===== src/cba_pkg.sv =====
`timescale 1ns / 1ps
package cba_pkg;
   localparam int unsigned OPW = 31;
   localparam int unsigned RESW = 32;
   localparam int unsigned STEPS = 31;

   typedef enum logic [2:0] {
      ACT_ADD = 3'd0,
      ACT_SUB = 3'd1,
      ACT_MUL = 3'd2,
      ACT_DIV = 3'd3
   } action_type;

   typedef enum logic [2:0] {
      ST_OK           = 3'd0,
      ST_BAD_OP       = 3'd1,
      ST_TOO_LONG     = 3'd2,
      ST_MUL_TOO_LONG = 3'd3,
      ST_NOT_BINARY   = 3'd4,
      ST_DIV_ZERO     = 3'd5
   } status_type;

   // token carried down the chain
   typedef struct packed {
      logic             valid;
      logic [2:0]       status;
      logic             is_div;
      logic [RESW-1:0]  result;   // quotient bits shift in here on divide
      logic [OPW-1:0]   rem;      // partial remainder
      logic [OPW-1:0]   num;      // dividend bits still to consume
      logic [OPW-1:0]   den;
   } token_type;
endpackage


===== src/cba_cell.sv =====
`timescale 1ns / 1ps
module cba_cell (
   input  logic                clock,
   input  logic                reset,
   input  cba_pkg::token_type  token_in_port,
   output cba_pkg::token_type  token_out
);
   cba_pkg::token_type token_ff, token_in;
   logic [cba_pkg::OPW:0] trial;
   logic [cba_pkg::OPW:0] diff;

   // one restoring-division step per cell
   always_comb begin
      token_in = token_in_port;
      trial = {token_in_port.rem, token_in_port.num[cba_pkg::OPW-1]};
      diff = trial - {1'b0, token_in_port.den};
      if (token_in_port.is_div) begin
         token_in.num = {token_in_port.num[cba_pkg::OPW-2:0], 1'b0};
         if (!diff[cba_pkg::OPW]) begin
            token_in.rem = diff[cba_pkg::OPW-1:0];
            token_in.result = {token_in_port.result[cba_pkg::RESW-2:0], 1'b1};
         end else begin
            token_in.rem = trial[cba_pkg::OPW-1:0];
            token_in.result = {token_in_port.result[cba_pkg::RESW-2:0], 1'b0};
         end
      end
   end

   always_ff @(posedge clock) begin
      if (reset) begin
         token_ff.valid <= 1'b0;
      end else begin
         token_ff.valid <= token_in.valid;
      end
      token_ff.status <= token_in.status;
      token_ff.is_div <= token_in.is_div;
      token_ff.result <= token_in.result;
      token_ff.rem <= token_in.rem;
      token_ff.num <= token_in.num;
      token_ff.den <= token_in.den;
   end
   assign token_out = token_ff;
endmodule


===== config.mk =====
export PLATFORM = sky130hd
export DESIGN_NAME = cba_cell
export DESIGN_NICKNAME = d
export VERILOG_FILES = /design/src/cba_pkg.sv /design/src/cba_cell.sv
export SDC_FILE = /design/constraint.sdc
export NUM_CORES = 1
export LEC_CHECK = 0
export BUFFER_PORTS_ARGS = -buffer_cell sky130_fd_sc_hd__buf_2
export CAP_MARGIN = 30
export CORE_ASPECT_RATIO = 1.4
export CORE_UTILIZATION = 30
export DETAILED_ROUTE_END_ITERATION = 10
export GPL_ROUTABILITY_DRIVEN = 0
export HOLD_SLACK_MARGIN = 0.05
export PLACE_DENSITY = 0.56
export SYNTH_ARGS = -nofsm -noshare
export SYNTH_HDL_FRONTEND = slang
export SYNTH_SLANG_ARGS = --single-unit
export TNS_END_PERCENT = 30

===== constraint.sdc =====
create_clock -name clock -period 4.15 [get_ports clock]
set_input_delay 0.2075 -clock clock [delete_from_list [all_inputs] [get_ports clock]]
set_output_delay 0.2075 -clock clock [all_outputs]
set_load 0.05 [all_outputs]

Yosys cells after proc, flatten, opt, wreduce, memory -nomap -nowiden --
Index checks and enable logic that the tools add are counted.
Cells by class: mux-type cells 2, add/subtract/negate cells 1
Operators with widths (count):
- 94-bit two-way mux | 1
- 32-bit two-way mux | 1
- 32-bit by 31-bit subtractor with 32-bit output | 1
Storage, ports and cells: bits in registers 130, output and inout port bits 130, word-level logic and storage cells 11, bits of input ports 132

Logic depth before layout (Yosys ltp) --
word-level depth 3, depth in mapped cells 13, depth with buffers taken out 13

Worst setup path before layout --
No wires, ideal clock.
path type input port to flip-flop, from input port token_in_port[61] (netlist name), to register token_ff (netlist bit token_out[86]), path buffers 0, required time 4.076 ns, data arrival time 2.698 ns, path slack 1.378 ns, setup time 0.074 ns, stages on the path 12, cells stage by stage inv_1 -> ha_1 -> fa_1 -> nor2b_1 -> o2111ai_1 -> a2111o_1 -> a31oi_1 -> o21ai_0 -> o21ai_0 -> a311oi_1 -> or3_1 -> a31oi_1
RTL lines:
- start: declaration | RTL line cba_cell.sv:5 | input cba_pkg::token_type token_in_port,
- end: declaration | RTL line cba_cell.sv:8 | cba_pkg::token_type token_ff, token_in;

==> results.md <==
* Status: complete, no violations
* Req. time, crit path at 4.43 ns
* # fillers at 1771
* CP arrival at 3.84 ns
* Share of layout cells above drive strength 1 at roughly 37%
* Mapped Cells at 591
* GRT overflow at 0
* Largest cells by area after synthesis: dfxtp_1 45%, mux2_2 12%, ha_1 6.7%
* Crit end category: flip-flop
* Syn_nets at around 760
* Number of global-route vias before repair at roughly 5800
* Post-synthesis adder-cell area fraction at 7.01%
* CTS HTree Levels at 4
* Area of the multi-input gates at just under 3000 um2
* Antenna viol nets, final at 0
* Slowest-stage cell, CP: xnor2_4
* VDD IR-drop max at ~0.28 mV
* XOR/XNOR Fraction of Synth Area at 4.82%
* Ys flop type: dfxtp_1
* Max Slew Vio Count at 0
* Cell taking the most area after synthesis: dfxtp_1
* Worst slew margin at about 36%
* Max_cap viols at 0
* Sw frac at 35.0%
* Max FFs per register at 130
* Avg WL per Cell at 14.7 um
* Clock transition at path regs at 0.07 ns
* TritonRoute pass-1 iters at 6
* Minimum clock period after layout at around 3.6 ns
* Placed insts at 1077
* Worst slew pin tran at 0.953 ns
* Post-synthesis mux area share at a little under an eighth
* Initial DRC count at 137
* Nets at between 1000 and 1500
* Die area at between 15000 and 20000 um2
* DRC errors left at 0
* Die width at 120 um
* Crit path cell chain: dlygate4sd3_1 > buf_2 > inv_1 > ha_1 > nor2b_1 > o21ai_0 > a2111oi_2 > nor2_1 > a31o_2 > a21oi_4 > a221oi_4 > xnor2_4 > mux2i_1 > a21oi_1
* Commonest cells after routing, fill and taps aside: 260 x buf_2, 130 x dfxtp_1, 119 x dlygate4sd3_1, 72 x nand2_1, 60 x mux2_2
* FFs w/ async S/R, synth at 0%
* Synthesized area at 5820 um2
* Largest family of logic cells by synthesized area: compound AO/OA/AOI/OAI gates
* Setup tns final at 0 ns
* Pwr Total at 4.03 mW
* Clock sinks at between 100 and 150
* Clock power share at 36.0%
* Clock Tree Buf Depth at 2
* Via/cell ratio at 4.53
* Drt total wl at roughly 18000 um
* Endpoints failing setup at 0
* Core region area at 18800 um2
* Total power divided by cell area at ~440 nW/um2
* Vias at about 5600
* Final Cycle Share at 85.9%
* Kind of critical path: input pin to flip-flop
* Hpwl dp at 12800 um
* Simple-gate portion of the synthesized area at around an eighth
* Number of cells in the finished layout apart from fillers at 1229
* Cell Int Power at 2.62 mW
* Root Driver: clkbuf_16
* Synth warn at 0
* Sequential fraction of the synthesis area at between 40% and 50%
* Largest stage delay on the critical path at about 0.78 ns
* Cell row count at 59
* Boundary pin count at ~260
* Share of the synthesized area in the top cell type at between 40% and 50%
* CTS tree: yes
* Area Growth Syn to Fin at 56.1%
* Die height at between 150 and 200 um
* Flop pwr share at 34.5%
* Unrepaired setup endpoints after global routing: no
* PortBufs at 261
* First-pass GRT wire length at a little under 30000 um
* Psw at 1.41 mW
* Post-synth EDFFs at 0
* Most common cell after layout, fill and taps aside: buf_2
* Crit Path Max Fanout at 32
* Pin count of the biggest net entering global routing at 67
* Initial antenna violation count at 2
* Final hold vios at 0
* Gate power share at 29.4%
* Starting density of the core at 30.9%
* Synth Area in Compound Gates at between 10 and 15%
* Clock buffer count from CTS at 17
* Cell variety after synth at 60
* Max Fclk at 0.281 GHz
* Register area at 2600 um2
* FF+latch count, synth at 130
* Post-CTS Resized at 0
* Static Leak at 4.33 nW
* Critical path launch point type: input pin
* Hold crit path type: input pin to flip-flop
* GRT Util Overall at 18.6%
* Mean Syn Cell Area at 9.85 um2
-- layout make-up --
class                   instances  area share [%]
repair buffers                383            27.8
inverters                      44            1.82
clock buffers                  18            4.84
multi-input cells             395            32.1
clock inverters                13            1.36
well taps                     244            3.36
flip-flops and latches        130            28.7
diodes                          2          0.0551
-- path summary, 6_finish.rpt --
path / from / end / slack [ns] / cells after the start
worst min-delay path: token_in_port[64] / token_out[65] / 0.06 / 3
worst max-delay path: token_in_port[1] / token_out[64] / 0.59 / 14
-- through the flow --
stage / instance area (um2) / utilization, % / setup slack (ns) / hold WS, ns
6_report: 9080 / 48.2 / 0.586 / 0.0650
3_5_place_dp: 7320 / 38.9 / 0.597 / 0.312
2_1_floorplan: 5820 / - / 1.38 / 0.235
4_1_cts: 9080 / 48.2 / 0.480 / 0.0504
3_3_place_gp: 7320 / 38.9 / 0.652 / 0.310
5_1_grt: 9080 / 48.2 / 0.221 / 0.0527
-- worst max-delay path, delay by kind of cell --
family,cells,cell delay [ns]
adders and majority gates,1,0.26
and+or+nand+nor,2,0.25
buffers and inverters,3,0.74
AOI/OAI and AO/OA,6,1.32
muxes,1,0.27
xor gates and xnor gates,1,0.78
-- cell usage after synthesis, types with 8 or more instances --
cell,instances
nand2_1,72
dfxtp_1,130
ha_1,31
inv_1,44
a31oi_1,31
xnor2_1,15
nor2b_1,9
o21ai_0,18
a21oi_1,26
a21o_1,11
nand3_1,8
clkbuf_1,8
nand2b_1,9
nor2_1,36
mux2_2,60
xor2_1,12
-- what timing repair did --
item / CTS / global route
setup buffers: 0 / 0
hold buffers: 119 / 0
endpoints found under the hold margin: 97 / 0
-- power groups by stage --
stage | registers, mW | logic (mW) | clock network [mW]
after floorplan | 1.82 | 0.403 | 0
after global placement | 1.42 | 1.09 | 0
after detailed placement | 1.42 | 1.09 | 0
after CTS | 1.39 | 1.19 | 1.49
after global routing | 1.40 | 1.28 | 1.56
final | 1.39 | 1.19 | 1.45
-- cell families (layout without fill, tap and decap cells) --
| family | after synthesis | count (layout) |
|---|---|---|
| other | 0 | 2 |
| buffers and inverters | 66 | 458 |
| AND/OR/NAND/NOR | 149 | 149 |
| adder cells (fa/ha/maj) | 32 | 32 |
| flip-flops | 130 | 130 |
| multiplexers | 61 | 61 |
| AO/OA/AOI/OAI | 124 | 124 |
| XOR/XNOR | 29 | 29 |
-- metal layers --
layer,vias to the layer above,wire [um],global-route usage [%]
met5,-,0,0
met4,0,355,7.50
met3,24,1280,5.75
met1,2517,7090,19.8
li1,2818,-,-
met2,206,9310,33.7
Power figures use the tool's default switching activity.
