<file path="config.mk">
export PLATFORM = sky130hd
export DESIGN_NAME = cba_front
export DESIGN_NICKNAME = d
export VERILOG_FILES = /design/src/cba_pkg.sv /design/src/cba_front.sv
export SDC_FILE = /design/constraint.sdc
export NUM_CORES = 1
export LEC_CHECK = 0
export BUFFER_PORTS_ARGS = -buffer_cell sky130_fd_sc_hd__buf_4
export CAP_MARGIN = 15
export CORE_UTILIZATION = 34
export DETAILED_ROUTE_END_ITERATION = 8
export PLACE_DENSITY = 0.53
export SLEW_MARGIN = 25
export SYNTH_ARGS = -nofsm -noshare
export SYNTH_HDL_FRONTEND = slang
export SYNTH_SLANG_ARGS = --single-unit
</file>
<file path="constraint.sdc">
create_clock -name clock -period 10.6 [get_ports clock]
set_input_delay 1.59 -clock clock [delete_from_list [all_inputs] [get_ports clock]]
set_output_delay 1.59 -clock clock [all_outputs]
set_load 0.005 [all_outputs]
</file>
<file path="src/cba_pkg.sv">
`timescale 1ns / 1ps
package cba_pkg;
   localparam int unsigned OPW = 31;
   localparam int unsigned RESW = 32;
   localparam int unsigned STEPS = 31;

   typedef enum logic [2:0] {
      ACT_ADD = 3'd0,
      ACT_SUB = 3'd1,
      ACT_MUL = 3'd2,
      ACT_DIV = 3'd3
   } action_type;

   typedef enum logic [2:0] {
      ST_OK           = 3'd0,
      ST_BAD_OP       = 3'd1,
      ST_TOO_LONG     = 3'd2,
      ST_MUL_TOO_LONG = 3'd3,
      ST_NOT_BINARY   = 3'd4,
      ST_DIV_ZERO     = 3'd5
   } status_type;

   // token carried down the chain
   typedef struct packed {
      logic             valid;
      logic [2:0]       status;
      logic             is_div;
      logic [RESW-1:0]  result;   // quotient bits shift in here on divide
      logic [OPW-1:0]   rem;      // partial remainder
      logic [OPW-1:0]   num;      // dividend bits still to consume
      logic [OPW-1:0]   den;
   } token_type;
endpackage

</file>
<file path="src/cba_front.sv">
`timescale 1ns / 1ps
module cba_front #(
   parameter int unsigned OPERAND_BITS = 31,
   parameter int unsigned MUL_OPERAND_BITS = 16
) (
   input  logic                      clock,
   input  logic                      reset,
   input  logic                      take,
   input  logic [2:0]                action,
   input  logic [cba_pkg::OPW-1:0]   a_value,
   input  logic [5:0]                a_length,
   input  logic                      a_not_binary,
   input  logic [cba_pkg::OPW-1:0]   b_value,
   input  logic [5:0]                b_length,
   input  logic                      b_not_binary,
   output cba_pkg::token_type        token_out
);
   cba_pkg::token_type token_ff, token_in;
   logic [31:0] prod;

   always_comb begin
      // only the low 32 bits of the product are kept
      prod = 32'(a_value) * 32'(b_value);
      token_in = '0;
      token_in.valid = take;
      token_in.den = b_value;
      token_in.num = a_value;
      if (action > 3'(cba_pkg::ACT_DIV)) begin
         token_in.status = cba_pkg::ST_BAD_OP;
      end else if (a_length > 6'(OPERAND_BITS) || b_length > 6'(OPERAND_BITS)) begin
         token_in.status = cba_pkg::ST_TOO_LONG;
      end else if (action == cba_pkg::ACT_MUL && (a_length > 6'(MUL_OPERAND_BITS)
                   || b_length > 6'(MUL_OPERAND_BITS))) begin
         token_in.status = cba_pkg::ST_MUL_TOO_LONG;
      end else if (a_not_binary || b_not_binary) begin
         token_in.status = cba_pkg::ST_NOT_BINARY;
      end else if (action == cba_pkg::ACT_DIV && b_value == '0) begin
         token_in.status = cba_pkg::ST_DIV_ZERO;
      end else begin
         token_in.status = cba_pkg::ST_OK;
         case (action)
            cba_pkg::ACT_ADD: token_in.result = 32'(a_value) + 32'(b_value);
            cba_pkg::ACT_SUB: token_in.result = (a_value >= b_value) ?
                                 32'(a_value - b_value) : '0;
            cba_pkg::ACT_MUL: token_in.result = prod;
            cba_pkg::ACT_DIV: token_in.is_div = 1'b1;
            default: token_in.result = '0;
         endcase
      end
   end

   always_ff @(posedge clock) begin
      if (reset) begin
         token_ff <= '0;
      end else begin
         token_ff <= token_in;
      end
   end
   assign token_out = token_ff;
endmodule

</file>
# Yosys cells after proc, flatten, opt, wreduce, memory -nomap -nowiden
# Index checks and enable logic that the tools add are counted.
word_totals:
  memories: 0
  mem_bits_ro: 0
  latchBits: 0
  ram_bits: 0
  elab_cells: 39
  reg_bits: 130
op_classes:
  div: 0
  n_addsub: 2
  shifts: 0
  n_bitwise: 0
  eq_ne: 3
  muxes: 8
  mul: 1
  order_cmp: 6
  n_reduce_logical: 10
ops:
  columns: ["cell", "count"]
  rows:
  - ["32-bit case mux with 3 select lines", 1]
  - ["31-bit by 31-bit adder with 32-bit output", 1]
  - ["31-bit by 31-bit multiplier with 32-bit output", 1]
  - ["32-bit 2-to-1 mux", 1]
  - ["31-bit by 31-bit subtractor with 32-bit output", 1]
  - ["31-bit >= comparator", 1]
  - ["31-bit logical NOT", 1]
  - ["6-bit by 5-bit greater-than comparator with 1-bit output, second input constant", 4]
  - ["3-bit by 2-bit equality test with 1-bit output, second input constant", 2]
  - ["3-bit 2-to-1 mux", 2]
  - ["6-bit OR reduction", 1]
  - ["2-bit 2-to-1 mux", 2]
  - ["4-bit OR reduction", 1]
  - ["3-bit by 1-bit equality test with 1-bit output, second input constant", 1]
  - ["3-bit by 2-bit greater-than comparator with 1-bit output, second input constant", 1]
  - ["3-bit logical NOT", 1]
  - ["1-bit logical OR", 3]
  - ["1-bit logical AND", 2]
  - ["1-bit 2-to-1 mux", 2]
  - ["2-bit OR reduction", 1]

# Longest topological paths before layout
logic_depth:
  word_depth: 7
  depth_mapped: 28
  ltp_nobuf: 26

# Least setup slack after synthesis
# Ideal clock, no wire load.
synth_path:
  path_type: "input -> register"
  startpoint: "input b_value[4] (netlist bit)"
  endpoint: "register token_ff (netlist bit token_out[122])"
  setup_slack_ps: 2384
  cell_stages: 26
  t_arrival_ps: 8089
  required_ps: 10473
  path_cell_list: "clkbuf_1 clkbuf_1 and2_1 fa_1 fa_1 fa_1 inv_1 fa_1 inv_1 fa_1 inv_1 fa_1 inv_1 fa_1 fa_1 ha_1 a21o_1 a21o_1 a21oi_1 o31ai_1 o21bai_1 a221oi_1 nand2b_1 xnor2_1 nor3_1 or3_1"
synth_via:
  elab_chain_cells: 3
synth_rtl:
  columns: ["element", "line", "rtl"]
  rows:
  - ["start, declared", "cba_front.sv:13", "input logic [cba_pkg::OPW-1:0] b_value,"]
  - ["parallel branches: the longest is 3 deep, another holds 31-bit by 31-bit multiplier with 32-bit output", null, null]
  - ["end signal, assigned", "cba_front.sv:56", "token_ff <= token_in;"]
  - ["end, declared", "cba_front.sv:18", "cba_pkg::token_type token_ff, token_in;"]
# Several ways; the timed one is not identified.
# A chain may end at the register's enable or synchronous reset.

# Final worst setup path
layout_path:
  startpoint: "input b_value[8] (netlist bit)"
  endpoint: "register token_ff (netlist bit token_out[122])"
# Same word-level chain as after synthesis.

==> impl_metrics.ini <==
[clock_tree]
path_clk_slew_ns = 0.07
h-tree-depth = 3
cts_tree = yes
post_cts_buffers = 0
cts-resized-gates = 0
cts.sinks = 99
postCtsHoldBufs = 0
cts_root_buf = clkbuf_16
numCtsBuffers = 9
clockBufferDepth = 2

[routing]
met3_length_um = 4970
drtIter0Drc = 1501
drc = 0
wl_met1_um = 34800
via_per_inst = 5.20
met2RoutedLength_um = 37700
num_vias = 17800
drt_wl_total_um = 79400
ant_nets = 0
drt-pass1-iter-count = 8
wl_per_cell_um = 23.2
top_layer_used = met4

[place]
dp_hpwl_um = 60800
port_buffers = 180
gp_congestion = 0.945
place_area_um2 = 23600

[grt]
grt_pass1_wl_um = 120000
grt_max_degree = 67
grt_usage_pct = 25.0
overflow = 0
antenna_found_initial = 2
grt_pass1_vias = 19000

[sta]
finalCritPeriodShare_pct = 82.1
drv_slew = 0
rsz0062_at_grt = no
slew_headroom_pct = 33.6
setup_violations = 0
fmax_mhz = 115
min_period_ns = 8.70
hold_viol = 0
finalSetupTns_ns = 0
tightest_slew_ns = 0.995

[finish]
fillers = 6503
fin_nets = 3237
seq_area_um2 = 1980
multiInputGateArea_um2 = 17600
largest_register_ffs = 99
syn_to_final_growth_pct = 9.98
final_common_cell = inv_1
postLayoutCellArea_um2 = 24000
layout_common_cells = inv_1 (425), fa_1 (411), nand2_1 (301)
layout-drive-gt1-share_pct = 8.88

[worst_hold_path]
hold_class = input port to register
min_path_cells = 2

[logic_synthesis]
synth_enable_flop_cells = 0
syn_avg_cell_area_um2 = 8.75
synth_warnings = 0
synthCells = 2492
ys_seq_area_share_pct = 9.09
synth_seq_cells = 99
async_flop_share_pct = 0
ys_types = 77
syn_area_um2 = 21800
synthFlopType = dfxtp_1

[worst_setup_path]
cp.required_ns = 10.86
worstSetupPathType = input port to register
end_kind = register
worstPathArrival_ns = 8.96
worstPathMaxFanout = 25
start_kind = input port

[floorplanning]
initial_core_util_pct = 34.5
num_rows = 92
die_w_um = 255
die_area_um2 = 65100
core-area_um2 = 63200
die_y_um = 255
io_pins = 212

[status]
status = completed

[flow_run]
maxCapViolCount = 0
## layer usage
| metal | track usage [%] | vias to the layer above |
|---|---|---|
| li1 | - | 7759 |
| met1 | 34.4 | 9222 |
| met2 | 41.9 | 672 |
| met3 | 2.62 | 100 |
| met4 | 6.06 | 0 |
| met5 | 0 | - |
## kinds of logic after synthesis
group | after synthesis | share of synthesized area (%)
adders and majority gates | 593 | 48.2
other | 1 | 0.0172
and+or+nand+nor | 813 | 18.2
AOI/OAI and AO/OA | 291 | 9.20
buffers and inverters | 582 | 10.8
muxes | 2 | 0.0918
DFF | 99 | 9.09
xor gates and xnor gates | 111 | 4.46
## cell usage after synthesis, drive strengths merged, types with 6 or more instances
cell	number	area share [%]
o31ai	9	0.33
a22oi	7	0.24
nor3	28	0.69
a21oi	92	2.2
nand3	18	0.41
o21ai	54	1.3
nor4	14	0.40
dfxtp	99	9.1
a31oi	6	0.17
nor2b	43	1.2
or3	7	0.20
xor2	20	0.80
a222oi	9	0.41
o211ai	6	0.21
o21bai	16	0.55
a21o	25	0.90
and2	234	6.7
nor2	134	2.3
nand4	6	0.17
o21a	7	0.24
buf	53	1.7
inv	427	7.4
fa	411	38
xnor2	91	3.7
nand2b	12	0.34
a221o	8	0.37
clkbuf	102	1.8
nand2	302	5.2
ha	182	10
o221ai	6	0.24
## layout make-up
| class | count | share of cell area, % |
|---|---|---|
| Inverter | 427 | 6.69 |
| Timing Repair Buffer | 184 | 5.76 |
| Antenna cell | 1 | 0.0104 |
| Sequential cell | 99 | 8.27 |
| Clock buffer | 10 | 0.997 |
| Multi-Input combinational cell | 1841 | 73.4 |
| Clock inverter | 6 | 0.485 |
| Tap cell | 846 | 4.42 |
## path summary, 6_finish.rpt
check                       from        endpoint  slack [ns]
worst min-delay path        take  token_out[129]        1.42
worst max-delay path  b_value[8]  token_out[122]        1.90
## stage by stage
stage	hold WS (ns)	cells	setup slack [ns]	util [%]
4_1_cts	1.41	3413	1.97	37.9
5_1_grt	1.42	3413	1.64	37.9
6_report	1.42	3414	1.90	37.9
3_3_place_gp	1.80	3397	1.64	37.4
2_1_floorplan	1.72	2522	2.38	-
3_5_place_dp	1.81	3397	1.58	37.4
## worst max-delay path, cell delays in order
cell      delay (ns)
buf_4           0.37
ha_1            0.26
inv_1           0.11
fa_1            0.40
inv_1           0.08
fa_1            0.44
fa_1            0.52
inv_1           0.05
fa_1            0.47
inv_1           0.05
fa_1            0.49
inv_1           0.06
fa_1            0.54
inv_1           0.05
fa_1            0.38
fa_1            0.47
ha_1            0.36
a21o_1          0.21
a21o_1          0.16
a21oi_1         0.19
o31ai_1         0.08
o21bai_1        0.30
a221oi_1        0.40
nand2b_1        0.11
xnor2_1         0.32
nor3_1          0.09
or3_1           0.37
Power is left out: the tool's default activity adds up to more than one toggle a clock period on the data nets, which glitch-free logic cannot reach.
